## src/rcsam_pkg.sv

```systemverilog
`timescale 1ns / 1ps
// ----------------------------------------------------------------------------
// rcsam_pkg
// Shared widths, codes, reset values and stage control type for the RC stick
// attitude command mapper.
// ----------------------------------------------------------------------------
package rcsam_pkg;

	// Field and register widths
	localparam int STICK_BITS = 12;
	localparam int FRAC_BITS  = 16;
	localparam int INV_FRAC   = 24;
	localparam int INV_W      = 24;
	localparam int THR_W      = 20;
	localparam int M_W        = 19;
	localparam int THRUST_W   = 24;
	localparam int CMD_W      = 20;
	localparam int MODE_W     = 2;
	localparam int CFG_IDX_W  = 3;
	localparam int CFG_DATA_W = 24;

	// Expo lane datapath widths
	localparam int DIFF_W     = STICK_BITS + 1;
	localparam int NPROD_W    = STICK_BITS + INV_W;
	localparam int A_W        = FRAC_BITS + 1;
	localparam int A2_W       = FRAC_BITS - 2;
	localparam int LIN_W      = FRAC_BITS + 2;
	localparam int OP_W       = LIN_W;
	localparam int P_W        = M_W + OP_W;
	localparam int V_W        = M_W + 2;
	localparam int Q_W        = M_W;

	// Divide by 3 through a reciprocal: exact for any V_W-bit dividend
	localparam int DIV3_SH    = V_W + 2;
	localparam int DIV3_M_W   = DIV3_SH - 1;
	localparam int DIV3_PW    = V_W + DIV3_M_W;
	localparam logic [DIV3_M_W-1:0] DIV3_M = DIV3_M_W'((64'd1 << DIV3_SH) / 3 + 1);

	localparam logic [A_W-1:0] ONE  = A_W'(1) << FRAC_BITS;
	localparam logic [A_W-1:0] HALF = A_W'(1) << (FRAC_BITS - 1);

	// Thrust lane widths
	localparam int THR_D_W = STICK_BITS + 1;
	localparam int THR_P_W = THR_D_W + THR_W + 1;
	localparam logic signed [THR_P_W-1:0] THRUST_MAX = THR_P_W'((64'sd1 << (THRUST_W - 1)) - 1);
	localparam logic signed [THR_P_W-1:0] THRUST_MIN = -THR_P_W'(64'sd1 << (THRUST_W - 1));

	// Flight modes
	localparam logic [MODE_W-1:0] MODE_POS_HOLD   = 2'd0;
	localparam logic [MODE_W-1:0] MODE_STABILIZED = 2'd1;
	localparam logic [MODE_W-1:0] MODE_MANUAL     = 2'd2;
	localparam logic [MODE_W-1:0] MODE_OTHER      = 2'd3;

	// Register indexes
	localparam logic [CFG_IDX_W-1:0] REG_STICK_MIN    = 3'd0;
	localparam logic [CFG_IDX_W-1:0] REG_STICK_MID    = 3'd1;
	localparam logic [CFG_IDX_W-1:0] REG_INV_HALF     = 3'd2;
	localparam logic [CFG_IDX_W-1:0] REG_THRUST_PER   = 3'd3;
	localparam logic [CFG_IDX_W-1:0] REG_THRUST_FLOOR = 3'd4;
	localparam logic [CFG_IDX_W-1:0] REG_MAX_TILT     = 3'd5;
	localparam logic [CFG_IDX_W-1:0] REG_MAX_YAW      = 3'd6;

	// Reset values
	localparam logic [STICK_BITS-1:0] RST_STICK_MIN    = 12'd1000;
	localparam logic [STICK_BITS-1:0] RST_STICK_MID    = 12'd1500;
	localparam logic [INV_W-1:0]      RST_INV_HALF     = 24'd33554;
	localparam logic [THR_W-1:0]      RST_THRUST_PER   = 20'd1303;
	localparam logic [THR_W-1:0]      RST_THRUST_FLOOR = 20'd7864;
	localparam logic [M_W-1:0]        RST_MAX_TILT     = 19'd34315;
	localparam logic [M_W-1:0]        RST_MAX_YAW      = 19'd102944;

	// Per-stage load enables
	typedef struct packed {
		logic s1;
		logic s2;
		logic s3;
		logic s4;
		logic s5;
	} rcsam_ld_t;

	// Expo lane result: magnitude and sign
	typedef struct packed {
		logic           neg;
		logic [Q_W-1:0] mag;
	} rcsam_lane_t;

endpackage

```

## src/rcsam_thrust_lane.sv

```systemverilog
`timescale 1ns / 1ps
// ----------------------------------------------------------------------------
// rcsam_thrust_lane
// Throttle to thrust: linear map with saturation, delayed to line up with
// the expo lanes.
// ----------------------------------------------------------------------------
module rcsam_thrust_lane import rcsam_pkg::*; (
	input  logic                       clk,
	input  rcsam_ld_t                  ld,
	input  logic [STICK_BITS-1:0]      throttle_count,
	input  logic [STICK_BITS-1:0]      min_count,
	input  logic [THR_W-1:0]           thrust_per_count,
	input  logic [THR_W-1:0]           thrust_floor,
	output logic signed [THRUST_W-1:0] thrust
);

	logic signed [THR_D_W-1:0] d;
	logic signed [THR_P_W-1:0] prod_s1;
	logic signed [THR_P_W-1:0] sum;
	logic signed [THRUST_W-1:0] thr_s2, thr_s3, thr_s4, thr_s5;

	assign d = $signed({1'b0, throttle_count}) - $signed({1'b0, min_count});

	always_ff @(posedge clk) begin
		if (ld.s1)
			prod_s1 <= THR_P_W'(d) * THR_P_W'($signed({1'b0, thrust_per_count}));
	end

	assign sum = prod_s1 + THR_P_W'($signed({1'b0, thrust_floor}));

	always_ff @(posedge clk) begin
		if (ld.s2) begin
			priority if (sum > THRUST_MAX)
				thr_s2 <= THRUST_W'(THRUST_MAX);
			else if (sum < THRUST_MIN)
				thr_s2 <= THRUST_W'(THRUST_MIN);
			else
				thr_s2 <= THRUST_W'(sum);
		end
		if (ld.s3)
			thr_s3 <= thr_s2;
		if (ld.s4)
			thr_s4 <= thr_s3;
		if (ld.s5)
			thr_s5 <= thr_s4;
	end

	assign thrust = thr_s5;

endmodule

```

## config.mk

```make
export PLATFORM = sky130hd
export DESIGN_NAME = rcsam_thrust_lane
export DESIGN_NICKNAME = d
export VERILOG_FILES = /design/src/rcsam_pkg.sv /design/src/rcsam_thrust_lane.sv
export SDC_FILE = /design/constraint.sdc
export NUM_CORES = 1
export LEC_CHECK = 0
export BUFFER_PORTS_ARGS = -buffer_cell sky130_fd_sc_hd__buf_4
export CAP_MARGIN = 20
export CELL_PAD_IN_SITES_DETAIL_PLACEMENT = 0
export CELL_PAD_IN_SITES_GLOBAL_PLACEMENT = 1
export CORE_MARGIN = 2
export CORE_UTILIZATION = 28
export DETAILED_ROUTE_END_ITERATION = 12
export PLACE_DENSITY_LB_ADDON = 0.1
export SYNTH_ARGS = -nofsm -noshare
export SYNTH_HDL_FRONTEND = slang
export SYNTH_SLANG_ARGS = --single-unit
```

## constraint.sdc

```tcl
create_clock -name clk -period 9 [get_ports clk]
set_input_delay 0.45 -clock clk [delete_from_list [all_inputs] [get_ports clk]]
set_output_delay 0.45 -clock clk [all_outputs]
set_load 0.005 [all_outputs]
```

Word level (Yosys, flattened, before mapping). Cells that the tools add are included.

Add/sub/neg operators: 2. $mul: 1. Magnitude comparators: 2. Multiplexer cells: 1.

Operator list (count): 34-bit by 21-bit adder with 34-bit output (1); 34-bit by 24-bit greater-than comparator with 1-bit output, second input constant (1); 34-bit by 24-bit less-than comparator with 1-bit output, second input constant (1); 13-bit by 21-bit multiplier with 34-bit output (1); 24-bit 2-to-1 mux (1); 12-bit by 12-bit subtractor with 13-bit output (1).

Register bits after elaboration: 130. Input bits: 70. Output and inout bits: 24. Word-level logic and storage cells: 11.

Depth between registers and ports, before layout.
Depth in word-level cells: 3. Depth in mapped cells: 34. Mapped depth without buffers: 33.

Worst setup path before layout. OpenSTA, ideal clock, no wires.

Kind: in2reg. Start point: input port min_count[1]. End point: register prod_s1[33], data pin. Setup time: 0.274 ns. Arrival: 7.571 ns. Required time: 8.726 ns. Setup slack: 1.155 ns. Stages: 31. Buffers on the path: 1. Path through: inv_1 > ha_1 > nor2b_1 > o21ai_0 > a21boi_1 > o21ai_0 > a21boi_1 > o21ai_0 > a21oi_1 > o41ai_1 > buf_2 > mux2_2 > fa_1 > fa_1 > inv_1 > fa_1 > fa_1 > fa_1 > inv_1 > fa_1 > inv_1 > ha_1 > a21o_1 > a221oi_1 > and3b_1 > o21a_1 > nor3_1 > o2111ai_1 > a31oi_1 > nor4_1 > a311oi_1.

Word-level cells in the longest chain between the ends: 2.

RTL lines: start: declaration (line rcsam_thrust_lane.sv:11) `input logic [STICK_BITS-1:0] min_count,`; 12-bit by 12-bit subtractor with 13-bit output (line rcsam_thrust_lane.sv:22) `assign d = $signed({1'b0, throttle_count}) - $signed({1'b0, min_count});`; 13-bit by 21-bit multiplier with 34-bit output (line rcsam_thrust_lane.sv:26) `prod_s1 <= THR_P_W'(d) * THR_P_W'($signed({1'b0, thrust_per_count}));`; end signal: assignment (line rcsam_thrust_lane.sv:26); end: declaration (line rcsam_thrust_lane.sv:18) `logic signed [THR_P_W-1:0] prod_s1;`.

Every way passes these cells. A chain may end at the register's enable or synchronous reset.

Final worst setup path.
Start point: input port throttle_count[1]. End point: register prod_s1[33], data pin.

Word-level cells in the longest chain between the ends: 2.

RTL lines: start: declaration (line rcsam_thrust_lane.sv:10) `input logic [STICK_BITS-1:0] throttle_count,`; 12-bit by 12-bit subtractor with 13-bit output (line rcsam_thrust_lane.sv:22); 13-bit by 21-bit multiplier with 34-bit output (line rcsam_thrust_lane.sv:26).

Every way passes these cells.

==> implementation parameters <==
Parameter                              Value

Placement
  Buffers on Ports    93
  Number of placed cells counting well taps    2152
  HPWL Detailed    29600 microns
  Routability cong.    0.782

Setup path
  CP top delay family    adder cells
  Data arrival time of the critical path    8210 ps
  Flop2flop setup slack    5110 ps
  Capturing point of the worst reg2reg path    thr_s2[1]
  Reg-to-reg startpoint    prod_s1[0]
  Critical path's largest stage delay    560 ps
  Class of the most critical setup path    in2reg
  Type of destination of the critical path    register
  Critical-path cell with the highest stage delay    sky130_fd_sc_hd__fa_1
  Worst Reg2Reg Path Length in Cells    11
  Critical path launch point type    primary input
  Setup crit start    throttle_count[1]
  Peak fanout along the critical path    6
  Data required time at the worst endpoint    9150 ps
  CP most frequent cell    sky130_fd_sc_hd__fa_1
  Worst path bufs/invs    4

Hold path
  Hold Crit Depth    0
  Worst min-delay path endpoint    thrust[6]
  Hold Crit Start    thr_s4[6]
  Worst hold-check path type    reg2reg

Layout
  Most frequent cells in the layout    sky130_fd_sc_hd__fa_1 (200), sky130_fd_sc_hd__inv_1 (198), sky130_fd_sc_hd__nand2_1 (175)
  Total number of nets in the final design    1897
  Most common cell after layout, fill and taps aside    sky130_fd_sc_hd__fa_1
  Finished Layout Cells    2185
  Number of fillers in the final layout    5432
  Area growth from synthesis to layout    13.6%
  # diodes    0
  Share of post-route cells with drive strength above 1    0.117

Timing
  Final Cycle Share    0.896
  Post-Route Skew    8.31 ps
  Max Slew Vio Count    0
  Relative max-transition margin    0.349
  Pin slew with the least headroom to its limit    976 ps
  Unrepaired setup endpoints after global routing    no
  Worst slack on hold paths    415 ps
  Sum Neg Setup Slack    0 ps
  Total count of hold-check failures in the final report    0
  Highest achievable clock rate    0.124 GHz
  Post-route minimum period    8060 ps
  Count of endpoints failing setup in the final report    0

Synth
  Yosys cell types    67
  Mapped Avg Cell Area    10.5 sq um
  Cell type with the largest total area after synthesis    sky130_fd_sc_hd__fa_1
  Synthesized Nets    1831
  Total number of yosys warnings    0
  Most used flip-flop cell after synthesis    sky130_fd_sc_hd__edfxtp_1
  Proportion of netlist area held by the largest area contributor    0.270
  Top cells by area, synth    sky130_fd_sc_hd__fa_1 (27%), sky130_fd_sc_hd__edfxtp_1 (26%), sky130_fd_sc_hd__ha_1 (12%), sky130_fd_sc_hd__inv_1 (5.0%), sky130_fd_sc_hd__nand2_1 (4.4%)
  FFs w/ async S/R, synth    0
  Number of cells produced by synthesis    1418
  Proportion of synthesized chip area in sequential cells    0.263
  Summed instance area of the synthesized netlist    14800 sq um
  Total of flip-flops plus latches after synthesis    130
  Number of enable flip-flop cells after synthesis    130

Clocking
  Maximum clock insertion buffer count    2
  CTS tree    yes
  Clock buffers created by TritonCTS    17
  Hold-fix buffers, CTS    0
  Worst-skew pair later-pin latency    420 ps
  Library cell used as clock root buffer    sky130_fd_sc_hd__clkbuf_16
  Sink Count    130
  Number of post-CTS setup repair buffers    0
  Clock input transition at the sequential cells of the worst setup and hold paths    60 ps
  CTS H-Tree Depth    4
  Resize count post-CTS    0

GRT
  Total routing usage reported by global routing    0.137
  Number of global-route vias before repair    10500
  Pin count of the biggest net entering global routing    41
  Wire length of the first global-routing pass    58400 microns
  Number of antenna violations at the first check in global routing    0
  Gr ovfl total    0

Die
  Die Span X    234 microns
  CORE AREA    52400 sq um
  Number of ports placed on the die boundary    94
  Vert. Die Dim    234 microns
  Area of the die    54800 sq um
  Site row count    84
  Initial standard-cell utilization of the core    0.283

Flow run
  Count of max-cap constraint violations    0

Detailed routing
  Remaining antenna violation count    0
  Drt via density    4.51
  DRC violation count after routing    0
  Number of DRC markers after the initial detailed-route iteration    304
  Iteration count of the initial detailed-routing pass    5
  Routed wire length    36000 microns
  Vias after detailed routing    9849
  Routed wire length per instance    16.5 microns

Run status
  Status    finished clean
[Yosys cell counts (5+ instances only)]
master,instances
sky130_fd_sc_hd__nand2_1,175
sky130_fd_sc_hd__mux2_2,8
sky130_fd_sc_hd__and3_1,14
sky130_fd_sc_hd__nand3_1,27
sky130_fd_sc_hd__buf_6,5
sky130_fd_sc_hd__a211oi_1,5
sky130_fd_sc_hd__nor2_1,37
sky130_fd_sc_hd__o21bai_1,8
sky130_fd_sc_hd__ha_1,143
sky130_fd_sc_hd__edfxtp_1,130
sky130_fd_sc_hd__clkbuf_1,51
sky130_fd_sc_hd__mux2i_1,13
sky130_fd_sc_hd__xor2_1,15
sky130_fd_sc_hd__a21oi_1,58
sky130_fd_sc_hd__nor2b_1,27
sky130_fd_sc_hd__o21ai_0,30
sky130_fd_sc_hd__nand2b_1,45
sky130_fd_sc_hd__fa_1,200
sky130_fd_sc_hd__a21o_2,12
sky130_fd_sc_hd__inv_1,198
sky130_fd_sc_hd__nand4_1,9
sky130_fd_sc_hd__o211ai_1,6
sky130_fd_sc_hd__nor3_1,7
sky130_fd_sc_hd__o21a_1,9
sky130_fd_sc_hd__a21o_1,42
sky130_fd_sc_hd__and2_1,39
sky130_fd_sc_hd__xnor2_1,41
[sequential cells by signal, summed over array words and instances (netlist names)]
name / flops
thr_s4: 24
prod_s1: 34
thrust: 24
thr_s3: 24
thr_s2: 24
[metal layers]
layer | vias up | GRT usage | part of all wire
li1 | 4799 | - | -
met1 | 4899 | 0.187 | 0.49
met2 | 126 | 0.235 | 0.48
met3 | 25 | 0.0125 | 0.021
met4 | 0 | 0.0314 | 0.012
met5 | - | 0 | 0
[stage by stage]
step / worst slack, ps / util / cell area, sq um
finish: 937 / 0.321 / 16800
global route: 364 / 0.321 / 16800
CTS: 903 / 0.321 / 16800
detailed placement: 508 / 0.310 / 16200
global placement: 608 / 0.310 / 16200
floorplan: 1150 / - / 14800
[final cells by class]
cell class / instances / area [sq um] / share of cell area
Tap cell: 688 / 861 / 0.0511
Multi-Input combinational cell: 1029 / 9930 / 0.589
Clock inverter: 13 / 159 / 0.00943
Sequential cell: 130 / 3900 / 0.232
Inverter: 198 / 743 / 0.0441
Timing Repair Buffer: 108 / 818 / 0.0486
Clock buffer: 19 / 433 / 0.0257
[how the worst max path moves through the flow]
stage               cells past startpoint  slack (ps)     endpoint
floorplan                              31        1150  prod_s1[33]
global placement                       32         610  prod_s1[33]
detailed placement                     30         510  prod_s1[33]
CTS                                    30         900  prod_s1[33]
global route                           31         360  prod_s1[33]
finish                                 30         940  prod_s1[33]
[logic make-up after synthesis]
logic type	count (synthesis)	synth area share
xor gates and xnor gates	57	0.0342
and+or+nand+nor	401	0.133
buffers and inverters	259	0.0686
DFF	130	0.263
muxes	21	0.0148
adders and majority gates	343	0.390
AOI/OAI and AO/OA	207	0.0959
Power is not shown: default switching activity piles up to over one toggle a cycle in this logic, so the estimate is an artifact.
