`config.mk`:
```
export PLATFORM = sky130hd
export DESIGN_NAME = rcsam_expo_lane
export DESIGN_NICKNAME = d
export VERILOG_FILES = /design/src/rcsam_pkg.sv /design/src/rcsam_expo_lane.sv
export SDC_FILE = /design/constraint.sdc
export NUM_CORES = 2
export LEC_CHECK = 0
export ABC_CLOCK_PERIOD_IN_PS = 8800
export BUFFER_PORTS_ARGS = -buffer_cell sky130_fd_sc_hd__buf_4
export CELL_PAD_IN_SITES_DETAIL_PLACEMENT = 0
export CELL_PAD_IN_SITES_GLOBAL_PLACEMENT = 1
export CORE_MARGIN = 4
export CORE_UTILIZATION = 47
export DETAILED_ROUTE_END_ITERATION = 6
export PLACE_DENSITY = 0.82
export SYNTH_ARGS = -nofsm -noshare
export SYNTH_HDL_FRONTEND = slang
export SYNTH_SLANG_ARGS = --single-unit
```
`constraint.sdc`:
```
create_clock -name clk -period 8.8 [get_ports clk]
set_clock_uncertainty 0.2 [all_clocks]
set_input_delay 2.2 -clock clk [delete_from_list [all_inputs] [get_ports clk]]
set_output_delay 2.2 -clock clk [all_outputs]
set_load 0.005 [all_outputs]
```
`src/rcsam_pkg.sv`:
```
`timescale 1ns / 1ps
// ----------------------------------------------------------------------------
// rcsam_pkg
// Shared widths, codes, reset values and stage control type for the RC stick
// attitude command mapper.
// ----------------------------------------------------------------------------
package rcsam_pkg;

	// Field and register widths
	localparam int STICK_BITS = 12;
	localparam int FRAC_BITS  = 16;
	localparam int INV_FRAC   = 24;
	localparam int INV_W      = 24;
	localparam int THR_W      = 20;
	localparam int M_W        = 19;
	localparam int THRUST_W   = 24;
	localparam int CMD_W      = 20;
	localparam int MODE_W     = 2;
	localparam int CFG_IDX_W  = 3;
	localparam int CFG_DATA_W = 24;

	// Expo lane datapath widths
	localparam int DIFF_W     = STICK_BITS + 1;
	localparam int NPROD_W    = STICK_BITS + INV_W;
	localparam int A_W        = FRAC_BITS + 1;
	localparam int A2_W       = FRAC_BITS - 2;
	localparam int LIN_W      = FRAC_BITS + 2;
	localparam int OP_W       = LIN_W;
	localparam int P_W        = M_W + OP_W;
	localparam int V_W        = M_W + 2;
	localparam int Q_W        = M_W;

	// Divide by 3 through a reciprocal: exact for any V_W-bit dividend
	localparam int DIV3_SH    = V_W + 2;
	localparam int DIV3_M_W   = DIV3_SH - 1;
	localparam int DIV3_PW    = V_W + DIV3_M_W;
	localparam logic [DIV3_M_W-1:0] DIV3_M = DIV3_M_W'((64'd1 << DIV3_SH) / 3 + 1);

	localparam logic [A_W-1:0] ONE  = A_W'(1) << FRAC_BITS;
	localparam logic [A_W-1:0] HALF = A_W'(1) << (FRAC_BITS - 1);

	// Thrust lane widths
	localparam int THR_D_W = STICK_BITS + 1;
	localparam int THR_P_W = THR_D_W + THR_W + 1;
	localparam logic signed [THR_P_W-1:0] THRUST_MAX = THR_P_W'((64'sd1 << (THRUST_W - 1)) - 1);
	localparam logic signed [THR_P_W-1:0] THRUST_MIN = -THR_P_W'(64'sd1 << (THRUST_W - 1));

	// Flight modes
	localparam logic [MODE_W-1:0] MODE_POS_HOLD   = 2'd0;
	localparam logic [MODE_W-1:0] MODE_STABILIZED = 2'd1;
	localparam logic [MODE_W-1:0] MODE_MANUAL     = 2'd2;
	localparam logic [MODE_W-1:0] MODE_OTHER      = 2'd3;

	// Register indexes
	localparam logic [CFG_IDX_W-1:0] REG_STICK_MIN    = 3'd0;
	localparam logic [CFG_IDX_W-1:0] REG_STICK_MID    = 3'd1;
	localparam logic [CFG_IDX_W-1:0] REG_INV_HALF     = 3'd2;
	localparam logic [CFG_IDX_W-1:0] REG_THRUST_PER   = 3'd3;
	localparam logic [CFG_IDX_W-1:0] REG_THRUST_FLOOR = 3'd4;
	localparam logic [CFG_IDX_W-1:0] REG_MAX_TILT     = 3'd5;
	localparam logic [CFG_IDX_W-1:0] REG_MAX_YAW      = 3'd6;

	// Reset values
	localparam logic [STICK_BITS-1:0] RST_STICK_MIN    = 12'd1000;
	localparam logic [STICK_BITS-1:0] RST_STICK_MID    = 12'd1500;
	localparam logic [INV_W-1:0]      RST_INV_HALF     = 24'd33554;
	localparam logic [THR_W-1:0]      RST_THRUST_PER   = 20'd1303;
	localparam logic [THR_W-1:0]      RST_THRUST_FLOOR = 20'd7864;
	localparam logic [M_W-1:0]        RST_MAX_TILT     = 19'd34315;
	localparam logic [M_W-1:0]        RST_MAX_YAW      = 19'd102944;

	// Per-stage load enables
	typedef struct packed {
		logic s1;
		logic s2;
		logic s3;
		logic s4;
		logic s5;
	} rcsam_ld_t;

	// Expo lane result: magnitude and sign
	typedef struct packed {
		logic           neg;
		logic [Q_W-1:0] mag;
	} rcsam_lane_t;

endpackage

```
`src/rcsam_expo_lane.sv`:
```
`timescale 1ns / 1ps
// ----------------------------------------------------------------------------
// rcsam_expo_lane
// One stick channel: normalize about center, clamp to 1.0, expo curve with
// full scale m. Five stages, with one multiplier in each stage after the first.
// ----------------------------------------------------------------------------
module rcsam_expo_lane import rcsam_pkg::*; (
	input  logic                  clk,
	input  rcsam_ld_t             ld,
	input  logic [STICK_BITS-1:0] stick_count,
	input  logic [STICK_BITS-1:0] mid_count,
	input  logic [INV_W-1:0]      inv_half_range,
	input  logic [M_W-1:0]        full_scale,
	output rcsam_lane_t           lane
);

	// s1: magnitude and sign of the offset from center
	logic [DIFF_W-1:0]     diff;
	logic [STICK_BITS-1:0] mag_s1;
	logic                  neg_s1;

	assign diff = {1'b0, stick_count} - {1'b0, mid_count};

	always_ff @(posedge clk) begin
		if (ld.s1) begin
			neg_s1 <= diff[DIFF_W-1];
			mag_s1 <= diff[DIFF_W-1] ? STICK_BITS'(-diff) : diff[STICK_BITS-1:0];
		end
	end

	// s2: scale by the reciprocal half range, clamp to 1.0
	logic [NPROD_W-1:0] nprod;
	logic [NPROD_W-1:0] norm;
	logic [A_W-1:0]     a_s2;
	logic               neg_s2;

	assign nprod = NPROD_W'(mag_s1) * NPROD_W'(inv_half_range);
	assign norm  = nprod >> (INV_FRAC - FRAC_BITS);

	always_ff @(posedge clk) begin
		if (ld.s2) begin
			neg_s2 <= neg_s1;
			a_s2   <= (norm > NPROD_W'(ONE)) ? ONE : norm[A_W-1:0];
		end
	end

	// s3: pick the curve operand: x^2 on the inner part, 4x-1 on the outer
	logic [2*A_W-1:0] sq;
	logic [A2_W-1:0]  a2;
	logic [LIN_W-1:0] lin;
	logic             knee_lo;
	logic [OP_W-1:0]  op_s3;
	logic             knee_lo_s3;
	logic             neg_s3;

	assign sq      = (2*A_W)'(a_s2) * (2*A_W)'(a_s2);
	assign a2      = sq[FRAC_BITS +: A2_W];
	assign knee_lo = a_s2 < HALF;
	assign lin     = (LIN_W'(a_s2) << 2) - LIN_W'(ONE);

	always_ff @(posedge clk) begin
		if (ld.s3) begin
			neg_s3     <= neg_s2;
			knee_lo_s3 <= knee_lo;
			op_s3      <= knee_lo ? OP_W'(a2) : lin;
		end
	end

	// s4: times full scale; inner part carries the factor 4 in its shift
	logic [P_W-1:0] prod;
	logic [V_W-1:0] v_s4;
	logic           neg_s4;

	assign prod = P_W'(full_scale) * P_W'(op_s3);

	always_ff @(posedge clk) begin
		if (ld.s4) begin
			neg_s4 <= neg_s3;
			v_s4   <= knee_lo_s3 ? V_W'(prod >> (FRAC_BITS - 2)) : V_W'(prod >> FRAC_BITS);
		end
	end

	// s5: divide by 3
	logic [DIV3_PW-1:0] qprod;
	logic [Q_W-1:0]     q_s5;
	logic               neg_s5;

	assign qprod = DIV3_PW'(v_s4) * DIV3_PW'(DIV3_M);

	always_ff @(posedge clk) begin
		if (ld.s5) begin
			neg_s5 <= neg_s4;
			q_s5   <= qprod[DIV3_SH +: Q_W];
		end
	end

	assign lane.neg = neg_s5;
	assign lane.mag = q_s5;

endmodule

```
== Yosys cells after proc, flatten, opt, wreduce, memory -nomap -nowiden ==
Index checks and enable logic that the tools add are counted.

* Register bits: 93
* Output and inout bits: 20

* Add/sub/neg operators: 3
* Multipliers: 4
* Order comparisons: 2
* Muxes and demuxes: 3

{| class="wikitable"
|+ Operators by type and width
! cell !! count
|-
| $mul 21x22->42 const B || 1
|-
| $mul 19x18->37 || 1
|-
| $mul 12x24->36 || 1
|-
| $mul 17x17->30 || 1
|-
| $gt 28x17->1 const B || 1
|-
| $mux 21 || 1
|-
| $sub 18x17->18 const B || 1
|-
| $lt 17x16->1 const B || 1
|-
| $mux 14 || 1
|-
| $sub 12x12->13 || 1
|-
| $mux 12 || 1
|-
| $neg 12->12 || 1
|}

== Depth between registers and ports, before layout ==
* Depth after elaboration: 3
* Mapped depth: 26

== Worst setup path after synthesis ==
OpenSTA, ideal clock, no wires.

* Kind: input to register
* Start point: input port full_scale[11]
* End point: register v_s4[8], data pin
* Arrival: 8.025 ns
* Data required time: 8.340 ns
* Setup slack: 0.315 ns
* Cell stages on the path: 21
* Buffers on the path: 2
* Path through: clkbuf_1 -> clkbuf_1 -> nand2_1 -> fa_1 -> inv_1 -> fa_1 -> fa_1 -> fa_1 -> inv_1 -> fa_1 -> inv_1 -> fa_1 -> ha_1 -> and3_1 -> a41o_1 -> o211ai_1 -> a21oi_1 -> a221oi_1 -> o21ai_0 -> xor2_1 -> mux2_2

* Cells in the longest elaborated chain, start to end: 2

{| class="wikitable"
|+ Ends and longest elaborated chain
! item !! line !! RTL
|-
| from (decl) || rcsam_expo_lane.sv:13 || <nowiki>input logic [M_W-1:0] full_scale,</nowiki>
|-
| $mul 19x18->37 || rcsam_expo_lane.sv:74 || <nowiki>assign prod = P_W'(full_scale) * P_W'(op_s3);</nowiki>
|-
| $mux 21 || rcsam_expo_lane.sv:79 || <nowiki>v_s4 <= knee_lo_s3 ? V_W'(prod >> (FRAC_BITS - 2)) : V_W'(prod >> FRAC_BITS);</nowiki>
|-
| to (signal assigned) || rcsam_expo_lane.sv:79 ||
|-
| to (decl) || rcsam_expo_lane.sv:71 || <nowiki>logic [V_W-1:0] v_s4;</nowiki>
|}

No other way between the ends.
A chain may end at the register's enable or synchronous reset.

== Worst setup path after layout ==
* Start point: input port full_scale[12]
* End point: register v_s4[18], data pin

Same word-level chain as after synthesis.

==> reports/results.tsv <==
stage	metric	value	unit
run_status	status	completed	
logic_synthesis	async_reset_ff_share	0	%
logic_synthesis	yosysSeqAreaShare	7.60	%
finish	layout_common_cells	inv_1 (1031), fa_1 (801), nand2_1 (594), ha_1 (449), and2_1 (228)	
drt	via_per_inst	5.05	
timing	rsz0062_at_grt	false	
worst_setup_path	r2r_end	op_s3[13]$_DFFE_PP_	
die	pin_count	93	
worst_setup_path	r2r_cells	22	
worst_setup_path	critPathLaunch	full_scale[12]	
drt	route.vias.total	25200	
worst_setup_path	cp-start-kind	input port	
timing	hold_viol_final	0	
clocking	cts_root_buffer	clkbuf_16	
worst_setup_path	worst_path_max_delay_cell	fa_1	
logic_synthesis	syn_avg_cell_area	9.27	µm²
timing	layout_setup_ws	0.501	ns
worst_setup_path	worstSetupEndpointType	register	
worst_setup_path	slowest_delay	0.57	ns
job	maxCapViolations	0	
placement	dp_cells	4972	
worst_setup_path	crit_path_end	v_s4[18]$_DFFE_PP_	
clocking	post_cts_resized	0	
worst_setup_path	crit_chain	buf_4 > nand2_1 > fa_1 > inv_1 > fa_1 > inv_1 > fa_1 > inv_1 > fa_1 > inv_1 > fa_1 > inv_1 > fa_1 > ha_1 > o21ai_0 > a21oi_1 > o21ai_0 > or2_2 > a31oi_1 > a21o_1 > a211o_1 > nand2_1 > a2111oi_0 > a211oi_1	
worst_setup_path	cp_num_cells	24	
drt	routed_wirelength	83.3	mm
logic_synthesis	syn_inst	3964	
drt	remaining_drc_errors	0	
logic_synthesis	synth_warnings	0	
grt	grt_pass1_wl	138	mm
placement	gp_congestion	0.850	
clocking	cts_hold_buf	0	
die	die_area	82700	µm²
grt	grt_util_met2	38.1	%
drt	wl_per_cell	16.7	µm
worst_setup_path	regToRegSetupSlack	1.13	ns
logic_synthesis	ys_ff_latch	93	
clocking	cts_buffer_depth	2	
die	rows	102	
clocking	clkLatencyLatePin	0.38	ns
timing	worstMarginPinSlew	1.13	ns
worst_hold_path	min_delay_path_depth	0	
timing	clock.fmax	0.120	GHz
die	core	77500	µm²
timing	post-route-min-period	8.30	ns
placement	placed_area	38300	µm²
worst_setup_path	critical_path_buf_inv_count	6	
clocking	cts_inserted_buffers	9	
grt	grtUsageMet3	2.38	%
grt	grtUsageTotal	21.0	%
logic_synthesis	netlist_area	36700	µm²
grt	antenna_found_initial	3	
clocking	path_clk_slew	0.07	ns
clocking	post_cts_buffers	0	
finish	area_growth	5.22	%
finish	register_area	2790	µm²
grt	grt_overflow	0	
timing	finalSetupTns	0	ns
clocking	htreeDepth	3	
finish	stdcell_count	4989	
logic_synthesis	synthFlopType	edfxtp_1	
logic_synthesis	synth_enable_flop_cells	93	
worst_setup_path	reg2reg_from	a_s2[11]$_SDFFCE_PN0P_	
die	chipHeight	288	µm
finish	drive_above_1_share	4.26	%
clocking	cts_tree	built	
drt	drtPass1Iterations	5	
worst_setup_path	crit_arrival	8.17	ns
worst_setup_path	path_delay_family	adder cells	
drt	postRouteAntennaNets	0	
timing	fin_crit_sh	94.3	%
finish	fillers	7308	
timing	slew-limit-headroom	24.4	%
finish	final_common_cell	inv_1	
clocking	cts_sinks	93	
finish	fin_area	38700	µm²
worst_setup_path	cp_common_cell	fa_1	
placement	dp_hpwl	69.7	mm
worst_setup_path	worstPathRequired	8.67	ns
grt	grt_max_degree	33	
grt	grtUsageMet1	26.1	%
die	start_util	47.4	%
logic_synthesis	syn-num-nets	5287	
timing	setup_viol_count_final	0	
timing	slew_viol_final	0	
placement	port_buffers	92	
finish	multi_input_area	29500	µm²
finish	nets	5266	
drt	drt_iter0_drc	1146	
logic_synthesis	synth_cell_types	78	
worst_setup_path	crit_type	in -> reg	
worst_setup_path	crit_fanout	18	
placement	pre_cts_ws	0.163	ns
grt	grt_pass1_vias	27000	
grt	top_usage_layer	met2	
worst_hold_path	min_path_type	reg -> reg	
die	die_w	288	µm
-- final cells by class --
cell class                 instances  area share (%)
antenna                            1         0.00647
multi-input combinational       2692            76.3
inverter                        1032            10.0
clock buffer                       9           0.583
timing repair buffer             115            2.23
tap                             1040            3.37
sequential                        93            7.22
clock inverter                     7           0.240
-- cell usage after synthesis (4+ instances only) --
cell type,number,area (µm²)
nand2b_1,7,43.8
nor2_1,85,319
nor3b_1,5,37.5
fa_1,801,16000
buf_1,4,15.0
o22ai_1,4,25.0
mux2i_1,4,40.0
inv_1,1031,3870
or2_2,10,62.6
nand4_1,12,75.1
a21boi_0,5,37.5
edfxtp_1,93,2790
a221oi_1,5,43.8
o21a_1,16,120
a211oi_1,10,75.1
mux2_2,7,78.8
nand3_1,16,80.1
clkbuf_1,139,522
a21oi_1,78,390
o21ai_0,63,315
or3_1,4,25.0
and4_1,8,70.1
nor2b_1,12,75.1
o21bai_1,9,67.6
ha_1,449,5620
a21o_1,47,353
and2_1,228,1430
nor3_1,20,100
o31ai_1,7,52.6
and3_1,8,50.1
a31oi_1,7,43.8
a211o_1,8,70.1
xor2_1,42,368
nand2_1,594,2230
o211ai_1,7,52.6
xnor2_1,63,552
-- metal layers --
layer,vias to the layer above,wire length (µm),share of wire (%)
met4,2,2730,3.3
met3,140,3310,4.0
met5,-,12,0.014
met2,505,43700,52
li1,11800,-,-
met1,12700,33500,40
-- through the flow --
stage               hold slack (ns)  util, %
CTS                           0.232     49.9
finish                        0.230     49.9
floorplan                     0.200        -
global placement              0.218     49.5
global route                  0.234     49.9
detailed placement            0.214     49.5
-- flip-flops by register name (all words and copies together) (netlist names) --
name        cells
a_s2           17
knee_lo_s3      1
mag_s1         12
neg_s1          1
neg_s2          1
neg_s3          1
neg_s4          1
neg_s5          1
op_s3          18
q_s5           19
v_s4           21
-- kinds of logic (layout without fill, tap and decap cells) --
family / Yosys count / after routing / synth area share (%)
AOI/OAI and AO/OA: 296 / 296 / 5.37
xor gates and xnor gates: 106 / 106 / 2.55
adders and majority gates: 1250 / 1250 / 58.9
buffers and inverters: 1179 / 1163 / 12.1
DFF: 93 / 93 / 7.60
muxes: 11 / 11 / 0.324
other: 0 / 1 / 0
and+or+nand+nor: 1029 / 1029 / 13.1
-- worst reg2reg max path: stages (launching register included) --
cell and delay [ns]:
edfxtp_1 0.80, inv_1 0.14, nor2_1 0.25, fa_1 0.46, inv_1 0.09, fa_1 0.40, inv_1 0.09, fa_1 0.47
fa_1 0.58, inv_1 0.06, fa_1 0.50, inv_1 0.06, fa_1 0.44, ha_1 0.30, a21o_1 0.16, a211oi_1 0.32
a21oi_1 0.15, a211oi_1 0.43, o31ai_1 0.30, a211oi_1 0.58, a21oi_1 0.17, xnor2_1 0.20, a211o_1 0.31
-- worst min path at each step --
stage                            end  slack (ns)              from
CTS                 neg_s4$_DFFE_PP_        0.23  neg_s3$_DFFE_PP_
global placement    neg_s4$_DFFE_PP_        0.22  neg_s3$_DFFE_PP_
detailed placement  neg_s4$_DFFE_PP_        0.21  neg_s3$_DFFE_PP_
finish              neg_s4$_DFFE_PP_        0.23  neg_s3$_DFFE_PP_
global route        neg_s4$_DFFE_PP_        0.23  neg_s3$_DFFE_PP_
floorplan           neg_s2$_DFFE_PP_        0.20  neg_s1$_DFFE_PP_
Power is not shown: default switching activity piles up to over one toggle a cycle in this logic, so the estimate is an artifact.
