File: src/rcsam_pkg.sv
`timescale 1ns / 1ps
// ----------------------------------------------------------------------------
// rcsam_pkg
// Shared widths, codes, reset values and stage control type for the RC stick
// attitude command mapper.
// ----------------------------------------------------------------------------
package rcsam_pkg;

	// Field and register widths
	localparam int STICK_BITS = 12;
	localparam int FRAC_BITS  = 16;
	localparam int INV_FRAC   = 24;
	localparam int INV_W      = 24;
	localparam int THR_W      = 20;
	localparam int M_W        = 19;
	localparam int THRUST_W   = 24;
	localparam int CMD_W      = 20;
	localparam int MODE_W     = 2;
	localparam int CFG_IDX_W  = 3;
	localparam int CFG_DATA_W = 24;

	// Expo lane datapath widths
	localparam int DIFF_W     = STICK_BITS + 1;
	localparam int NPROD_W    = STICK_BITS + INV_W;
	localparam int A_W        = FRAC_BITS + 1;
	localparam int A2_W       = FRAC_BITS - 2;
	localparam int LIN_W      = FRAC_BITS + 2;
	localparam int OP_W       = LIN_W;
	localparam int P_W        = M_W + OP_W;
	localparam int V_W        = M_W + 2;
	localparam int Q_W        = M_W;

	// Divide by 3 through a reciprocal: exact for any V_W-bit dividend
	localparam int DIV3_SH    = V_W + 2;
	localparam int DIV3_M_W   = DIV3_SH - 1;
	localparam int DIV3_PW    = V_W + DIV3_M_W;
	localparam logic [DIV3_M_W-1:0] DIV3_M = DIV3_M_W'((64'd1 << DIV3_SH) / 3 + 1);

	localparam logic [A_W-1:0] ONE  = A_W'(1) << FRAC_BITS;
	localparam logic [A_W-1:0] HALF = A_W'(1) << (FRAC_BITS - 1);

	// Thrust lane widths
	localparam int THR_D_W = STICK_BITS + 1;
	localparam int THR_P_W = THR_D_W + THR_W + 1;
	localparam logic signed [THR_P_W-1:0] THRUST_MAX = THR_P_W'((64'sd1 << (THRUST_W - 1)) - 1);
	localparam logic signed [THR_P_W-1:0] THRUST_MIN = -THR_P_W'(64'sd1 << (THRUST_W - 1));

	// Flight modes
	localparam logic [MODE_W-1:0] MODE_POS_HOLD   = 2'd0;
	localparam logic [MODE_W-1:0] MODE_STABILIZED = 2'd1;
	localparam logic [MODE_W-1:0] MODE_MANUAL     = 2'd2;
	localparam logic [MODE_W-1:0] MODE_OTHER      = 2'd3;

	// Register indexes
	localparam logic [CFG_IDX_W-1:0] REG_STICK_MIN    = 3'd0;
	localparam logic [CFG_IDX_W-1:0] REG_STICK_MID    = 3'd1;
	localparam logic [CFG_IDX_W-1:0] REG_INV_HALF     = 3'd2;
	localparam logic [CFG_IDX_W-1:0] REG_THRUST_PER   = 3'd3;
	localparam logic [CFG_IDX_W-1:0] REG_THRUST_FLOOR = 3'd4;
	localparam logic [CFG_IDX_W-1:0] REG_MAX_TILT     = 3'd5;
	localparam logic [CFG_IDX_W-1:0] REG_MAX_YAW      = 3'd6;

	// Reset values
	localparam logic [STICK_BITS-1:0] RST_STICK_MIN    = 12'd1000;
	localparam logic [STICK_BITS-1:0] RST_STICK_MID    = 12'd1500;
	localparam logic [INV_W-1:0]      RST_INV_HALF     = 24'd33554;
	localparam logic [THR_W-1:0]      RST_THRUST_PER   = 20'd1303;
	localparam logic [THR_W-1:0]      RST_THRUST_FLOOR = 20'd7864;
	localparam logic [M_W-1:0]        RST_MAX_TILT     = 19'd34315;
	localparam logic [M_W-1:0]        RST_MAX_YAW      = 19'd102944;

	// Per-stage load enables
	typedef struct packed {
		logic s1;
		logic s2;
		logic s3;
		logic s4;
		logic s5;
	} rcsam_ld_t;

	// Expo lane result: magnitude and sign
	typedef struct packed {
		logic           neg;
		logic [Q_W-1:0] mag;
	} rcsam_lane_t;

endpackage

File: src/rcsam_merge.sv
`timescale 1ns / 1ps
// ----------------------------------------------------------------------------
// rcsam_merge
// Output stage: applies lane signs, zeroes the attitude terms outside manual
// mode and holds the result until it is taken.
// ----------------------------------------------------------------------------
module rcsam_merge import rcsam_pkg::*; (
	input  logic                       clk,
	input  logic                       ld_out,
	input  logic                       manual,
	input  logic signed [THRUST_W-1:0] thrust,
	input  rcsam_lane_t                roll,
	input  rcsam_lane_t                pitch,
	input  rcsam_lane_t                yaw,
	output logic signed [THRUST_W-1:0] thrust_cmd,
	output logic signed [CMD_W-1:0]    roll_cmd,
	output logic signed [CMD_W-1:0]    pitch_cmd,
	output logic signed [CMD_W-1:0]    yaw_rate_cmd
);

	function automatic logic [CMD_W-1:0] signed_cmd(input rcsam_lane_t l, input logic en);
		logic [CMD_W-1:0] m;
		m = CMD_W'(l.mag);
		if (!en)
			return '0;
		return l.neg ? -m : m;
	endfunction

	logic signed [THRUST_W-1:0] thrust_q;
	logic [CMD_W-1:0]           roll_q, pitch_q, yaw_q;

	always_ff @(posedge clk) begin
		if (ld_out) begin
			thrust_q <= thrust;
			roll_q   <= signed_cmd(roll, manual);
			pitch_q  <= signed_cmd(pitch, manual);
			yaw_q    <= signed_cmd(yaw, manual);
		end
	end

	assign thrust_cmd   = thrust_q;
	assign roll_cmd     = $signed(roll_q);
	assign pitch_cmd    = $signed(pitch_q);
	assign yaw_rate_cmd = $signed(yaw_q);

endmodule

File: config.mk
export PLATFORM = sky130hd
export DESIGN_NAME = rcsam_merge
export DESIGN_NICKNAME = d
export VERILOG_FILES = /design/src/rcsam_pkg.sv /design/src/rcsam_merge.sv
export SDC_FILE = /design/constraint.sdc
export NUM_CORES = 1
export LEC_CHECK = 0
export CORE_ASPECT_RATIO = 1.2
export CORE_MARGIN = 2
export CORE_UTILIZATION = 57
export DETAILED_ROUTE_END_ITERATION = 8
export DONT_BUFFER_PORTS = 1
export GPL_ROUTABILITY_DRIVEN = 0
export PLACE_DENSITY = 0.72
export SLEW_MARGIN = 20
export SYNTH_ARGS = -nofsm -noshare
export SYNTH_HDL_FRONTEND = slang
export SYNTH_SLANG_ARGS = --single-unit
export TNS_END_PERCENT = 50
File: constraint.sdc
create_clock -name clk -period 1.8 [get_ports clk]
set_input_delay 0.27 -clock clk [delete_from_list [all_inputs] [get_ports clk]]
set_output_delay 0.27 -clock clk [all_outputs]
set_load 0.005 [all_outputs]
# ---- Word-level counts from Yosys, hierarchy flattened
# Index checks and enable logic that the tools add are counted.
dict set report word_totals {
  output_inout_bits 84
  word_cells 16
  regBits 84
  inputBits 87
}
dict set report op_classes {
  muxes 9
  n_addsub 3
}
# op count
set ops {}
lappend ops {{two-way mux 20 bit} 7}
lappend ops {{negation 19 -> 20 bit} 3}
lappend ops {{two-way mux 1 bit} 2}

# ---- Logic depth before layout (Yosys ltp)
# Gate-level depths: netlist of the first run.
dict set report depth {
  ltp_word 3
  mapped_depth 7
  ltp_nobuf 6
}

# ---- Worst setup path before layout of the first run
# No wires, ideal clock.
dict set report synth_path {
  kind {input-to-reg}
  startpoint {input port yaw[0] (netlist name)}
  endpoint {register yaw_q[16], in the netlist yaw_rate_cmd[16], data pin}
  t_required_ns 1.539
  arrival_time_ns 1.665
  path_buffers 1
  cell_stages 7
  setup_ns 0.261
  slack_ns -0.126
  path_cell_list {inv_1 > ha_1 > or3b_2 > clkbuf_1 > nor3_4 > mux2i_1 > a311o_1}
}
dict set report synth_between {
  elab_chain_cells 3
}
# item line_no
set synth_rtl {}
lappend synth_rtl {{from (decl)} rcsam_merge.sv:14} ;# input rcsam_lane_t yaw,
lappend synth_rtl {{negation 19 -> 20 bit} rcsam_merge.sv:26} ;# return l.neg ? -m : m;
lappend synth_rtl {{two-way mux 20 bit (2 in series)} rcsam_merge.sv:26}
lappend synth_rtl {{to (signal assigned)} rcsam_merge.sv:37} ;# yaw_q <= signed_cmd(yaw, manual);
lappend synth_rtl {{to (decl)} rcsam_merge.sv:30} ;# logic [CMD_W-1:0] roll_q, pitch_q, yaw_q;
# Every way passes these cells.
# A chain may end at the register's enable or synchronous reset.

# ---- Final worst setup path of the first run
dict set report layout_path {
  startpoint {input port yaw[2] (netlist name)}
  endpoint {register yaw_q[17], in the netlist yaw_rate_cmd[17], data pin}
}
# The elaborated chain is that of the path after synthesis.

==> results of run 1 <==
## placed cells by master (no fill, tap or decap), types with 2 or more instances in the layout
| cell | instances |
|---|---|
| nor2b_1 | 4 |
| o31ai_1 | 10 |
| a21oi_1 | 6 |
| a21boi_0 | 4 |
| nor2_1 | 6 |
| o31a_1 | 2 |
| nand2_1 | 18 |
| o41ai_2 | 3 |
| nor3_1 | 8 |
| nor3b_1 | 2 |
| o41ai_1 | 7 |
| dlygate4sd3_1 | 25 |
| or4_4 | 2 |
| or3_1 | 10 |
| buf_4 | 23 |
| edfxtp_1 | 84 |
| nand2b_1 | 8 |
| or3b_4 | 2 |
| or2_2 | 4 |
| nor4_1 | 7 |
| o21ai_0 | 15 |
| and2_1 | 32 |
| nand3_1 | 7 |
| xnor2_1 | 30 |
| clkbuf_8 | 9 |
| nand3b_1 | 5 |
| clkinvlp_4 | 2 |
| inv_6 | 4 |
| a311o_1 | 5 |
| mux2i_1 | 16 |
| nand4_1 | 4 |
| inv_1 | 7 |
| or4_1 | 6 |
| ha_4 | 2 |
## path summary, 6_finish.rpt
path / end / slack [ps] / cells after the start
setup / recovery: yaw_rate_cmd[17]$_SDFFCE_PN0P_ / 240 / 4
hold / removal: roll_cmd[11]$_SDFFCE_PN0P_ / 30 / 0
## report_power, final
| part | switching (mW) | internal [mW] |
|---|---|---|
| Clock | 0.749 | 0.523 |
| Sequential | 0.0980 | 2.36 |
| Combinational | 0.143 | 0.224 |
## registers in the layout, indices dropped and copies added (netlist names)
register / cells
yaw_rate_cmd: 20
roll_cmd: 20
thrust_cmd: 24
pitch_cmd: 20
## per-stage QoR
| step | hold slack, ps | instance area, sq um | setup slack [ps] | utilization (%) |
|---|---|---|---|---|
| 2_1_floorplan | 369 | 4510 | -56.2 | - |
| 3_3_place_gp | 369 | 4700 | -78.0 | 61.7 |
| 3_5_place_dp | 369 | 4700 | -102 | 61.7 |
| 4_1_cts | 6.57 | 5120 | 274 | 67.2 |
| 5_1_grt | 1.97 | 5130 | 197 | 67.3 |
| 6_report | 34.7 | 5130 | 238 | 67.3 |
## final cells by class
class                   instances  area share [%]
well taps                      92            2.24
flip-flops and latches         84            49.2
repair buffers                 48            8.24
inverters                      11            1.20
multi-input cells             246            35.6
clock buffers                   9            2.41
clock inverters                 7            1.12
## kinds of logic (layout without fill, tap and decap cells)
logic type | Yosys count | after routing
xor gates and xnor gates | 31 | 31
DFF | 84 | 84
muxes | 16 | 16
adders and majority gates | 3 | 3
buffers and inverters | 32 | 75
and+or+nand+nor | 136 | 136
AOI/OAI and AO/OA | 60 | 60
## layer usage
| layer | track usage, % | part of all wire [%] |
|---|---|---|
| met3 | 8.11 | 8.9 |
| met2 | 39.7 | 51 |
| met1 | 27.5 | 39 |
| met5 | 0 | 0 |
| met4 | 8.55 | 1.4 |
==> metrics.cfg, run 1 <==
[synthesis]
syn_area_sq_um=4440
synth_top_family_by_area=simple AND/OR/NAND/NOR gates
synth_xor_area_share_pct=6.11
yosys_most_used_dff=edfxtp_1
syn_inst=362
synth-seq-area-share_pct=56.8
synthArstFlopShare_pct=0
ys_top_cells_by_area=edfxtp_1, xnor2_1, and2_1
synth_area_per_cell_sq_um=12.3
ys_ff_latch=84
synth-compound-area-share_pct=10.3
synthesis.nets=452
ys_types=51
synth.largest_area_cell=edfxtp_1
ys_warn_count=0
synthMuxAreaShare_pct=3.60
synth_edf_count=84
ys_top_cells_by_count=edfxtp_1, and2_1, xnor2_1
yosysMostFrequentCell=edfxtp_1
synth-simple-area-share_pct=19.5
synth_fa_ha_area_share_pct=0.845
netlist.area_leader.share_pct=56.8

[routing]
dr.pass1.iters=5
post_drt_wl_per_cell_microns=20.2
route.detailed.drc=0
vias=3111
ant_nets=0
drt_wl_total_mm=10.0
drt_iter0_drc=128
vias_per_cell=6.26

[floorplanning]
start_util_pct=58.3
die_w_microns=84.6
core-area_sq_um=7620
fp.dieH_microns=101
dieArea_sq_um=8520
num_rows=35
io_pins=171

[clocking]
cts_resized=0
postCtsHoldBufs=24
clk_pin_slew_ps=90
numCtsBuffers=9
cts_buffer_depth=2
cts_sinks=84
cts_tree=built
htreeDepth=3
post-cts-setup-buffers=0
clock-root-buffer=clkbuf_8

[pwr]
peakVddDrop_v=0.000439
power_density_nw_per_um2=798
total_power_mw=4.09
p_leak_nw=1.77

[grt]
antenna_found_initial=0
first_global_vias=3023
grt_usage_pct=23.4
grt_pass1_wl_mm=15.6
grt_max_degree=85
grt-ovfl-total=0

[finish]
regArea_sq_um=2520
nets=490
syn_to_final_growth_pct=15.5
diodes=0
fin_cells=497
drive_gt1_share_pct=16.5
multiInputGateArea_sq_um=1830
fill_cells=569

[worst_hold_path]
holdCritStartpoint=ld_out
worstHoldPathType=input port to register

[flow_run]
maxCapViolCount=0

[critical_path]
cp-startpoint=yaw[2]
critPathMaxFanout=5
critPathCaptureType=register
worst_ep_required_time_ps=1900
cpPeakStageDelay_ps=550
cp_cell_sequence=or4_4 -> or3_4 -> mux2i_1 -> a311o_1
path_class=input port to register
critPathArrivalTime_ps=1670
startpoint_type=input port
cp_num_buf_inv=0
critical_path.top_delay_family=simple AND/OR/NAND/NOR gates
cp_slowest_cell=or4_4

[sta]
finalCritPeriodShare_pct=86.8
fmax_mhz=640
fin_tns_setup_ps=0
fin_crit_ps=1560
slew_viol_final=0
rsz0062_at_grt=false
setup_viol=0
slew_headroom_pct=69.3
finalHoldViolCount=0
tightest_slew_ps=457

[placement]
hpwl_mm=6.78
dp.cells=456
io_buffers=0

[status]
status=finished clean

No activity file was read; power rests on OpenSTA's default activity.
==> inputs of run 2 (changes only) <==
Settings changed: CORE_MARGIN 2 to 4.
==> run 2 against run 1 <==
Largest cell class unchanged. Critical path depth did not move. Clock power rose by 9%. Clock-buffer cell count did not move. Largest power group unchanged. Sequential power barely moved. Power rose by 2.5%. Flip-flop and latch count did not move. Setup slack improved by 3.1 ps. Die area rose by 8.9%.
==> metrics.cfg, run 2 (synthesis gave the netlist of run 1 again) <==
[routing]
drt_wl_total_mm=9.85
vias_per_cell=6.17
route.detailed.drc=0
post_drt_wl_per_cell_microns=19.9
vias=3047
dr.pass1.iters=4
ant_nets=0
drt_iter0_drc=112

[critical_path]
critPathCapture=pitch_cmd[17]$_SDFFCE_PN0P_
cp-startpoint=pitch[3]
worst_ep_required_time_ps=1900
critPathCaptureType=register
critPathMaxFanout=3
startpoint_type=input port
path_class=input port to register
critPathArrivalTime_ps=1660

[grt]
grt_usage_pct=21.3
grt_pass1_wl_mm=15.5
first_global_vias=3038
grt-ovfl-total=0
grt_max_degree=85
antenna_found_initial=0

[sta]
tightest_slew_ps=447
fin_crit_ps=1560
setup_viol=0
fmax_mhz=641
slew_headroom_pct=69.9
fin_ws_ps=241
finalCritPeriodShare_pct=86.6
finalHoldViolCount=0
rsz0062_at_grt=false
slew_viol_final=0

[clocking]
post-cts-setup-buffers=0
htreeDepth=3
cts_buffer_depth=2
cts_sinks=84
numCtsBuffers=9
clock-root-buffer=clkbuf_8
cts_tree=built
clk_pin_slew_ps=90

[finish]
diodes=0
mostFrequentLayoutCell=edfxtp_1
drive_gt1_share_pct=16.2
fill_cells=555
largest_register_ffs=24
nets=487
syn_to_final_growth_pct=15.5
fin_cells=494
most-common-layout-cells=edfxtp_1, and2_1, xnor2_1

[floorplanning]
fp.dieH_microns=105
start_util_pct=58.3
core-area_sq_um=7620
num_rows=35
die_w_microns=88.6
io_pins=171
dieArea_sq_um=9280

[placement]
dp.cells=454
io_buffers=0
hpwl_mm=6.80
pre_cts_slack_ps=-122

[pwr]
power_density_nw_per_um2=818
peakVddDrop_v=0.000511
p_leak_nw=1.76

[flow_run]
maxCapViolCount=0

[status]
status=finished clean

[worst_hold_path]
worstHoldPathType=input port to register
hold_depth=0

[run 2: changes by cell type in the layout (fill, tap and decap cells not counted)]
cell and change:
bufinv_16 +1, clkinv_2 -1, inv_6 -1, dlygate4sd3_1 -1
clkinv_4 +1, buf_4 -2
[run 2: layout make-up]
class                   count  area, sq um  share of cell area [%]
clock buffers               9          124                    2.41
clock inverters             7         82.6                    1.61
inverters                  11         61.3                    1.20
multi-input cells         246         1830                    35.6
flip-flops and latches     84         2520                    49.2
well taps                  92          115                    2.24
repair buffers             45          398                    7.76
[run 2: worst max-delay path, cell delays in order]
cell and delay, ps:
or4_1 630, nor4_2 440, mux2i_1 230, nand3_1 80
[run 2: repair_timing]
item,in CTS,in global routing
endpoints found under the hold margin,24,0
resized for setup,0,0
hold buffers,24,0
[run 2: worst min-delay path by stage]
stage / startpoint / to / slack [ps]
floorplan: thrust[0] / thrust_cmd[0]$_DFFE_PP_ / 370
finish: ld_out / thrust_cmd[2]$_DFFE_PP_ / 30
global placement: thrust[2] / thrust_cmd[2]$_DFFE_PP_ / 370
CTS: ld_out / thrust_cmd[2]$_DFFE_PP_ / 10
global route: ld_out / pitch_cmd[9]$_SDFFCE_PN0P_ / 9
detailed placement: thrust[4] / thrust_cmd[4]$_DFFE_PP_ / 370
[run 2: report_power, final]
part / switching (mW) / internal, mW / total [mW] / leakage (nW)
Combinational: 0.134 / 0.221 / 0.355 / 0.850
Clock: 0.726 / 0.663 / 1.39 / 0.0984
Sequential: 0.0948 / 2.36 / 2.45 / 0.813
[run 2: layer usage]
layer	track usage (%)	vias to the layer above	part of all wire, %
met5	0	-	0
met4	6.59	0	0.69
met3	8.20	4	11
met2	34.8	136	51
met1	25.9	1468	37
li1	-	1439	-
[run 2: through the flow]
step / hold WS (ps) / util [%] / TNS (ps) / power, mW / area, sq um
after floorplan: 369 / - / -236 / 2.75 / 4510
after global placement: 369 / 61.5 / -776 / 2.80 / 4680
after detailed placement: 369 / 61.5 / -1180 / 2.81 / 4680
after CTS: 10.5 / 67.3 / 0 / 4.24 / 5130
after global routing: 8.95 / 67.3 / 0 / 4.38 / 5130
final: 31.6 / 67.3 / 0 / 4.19 / 5130
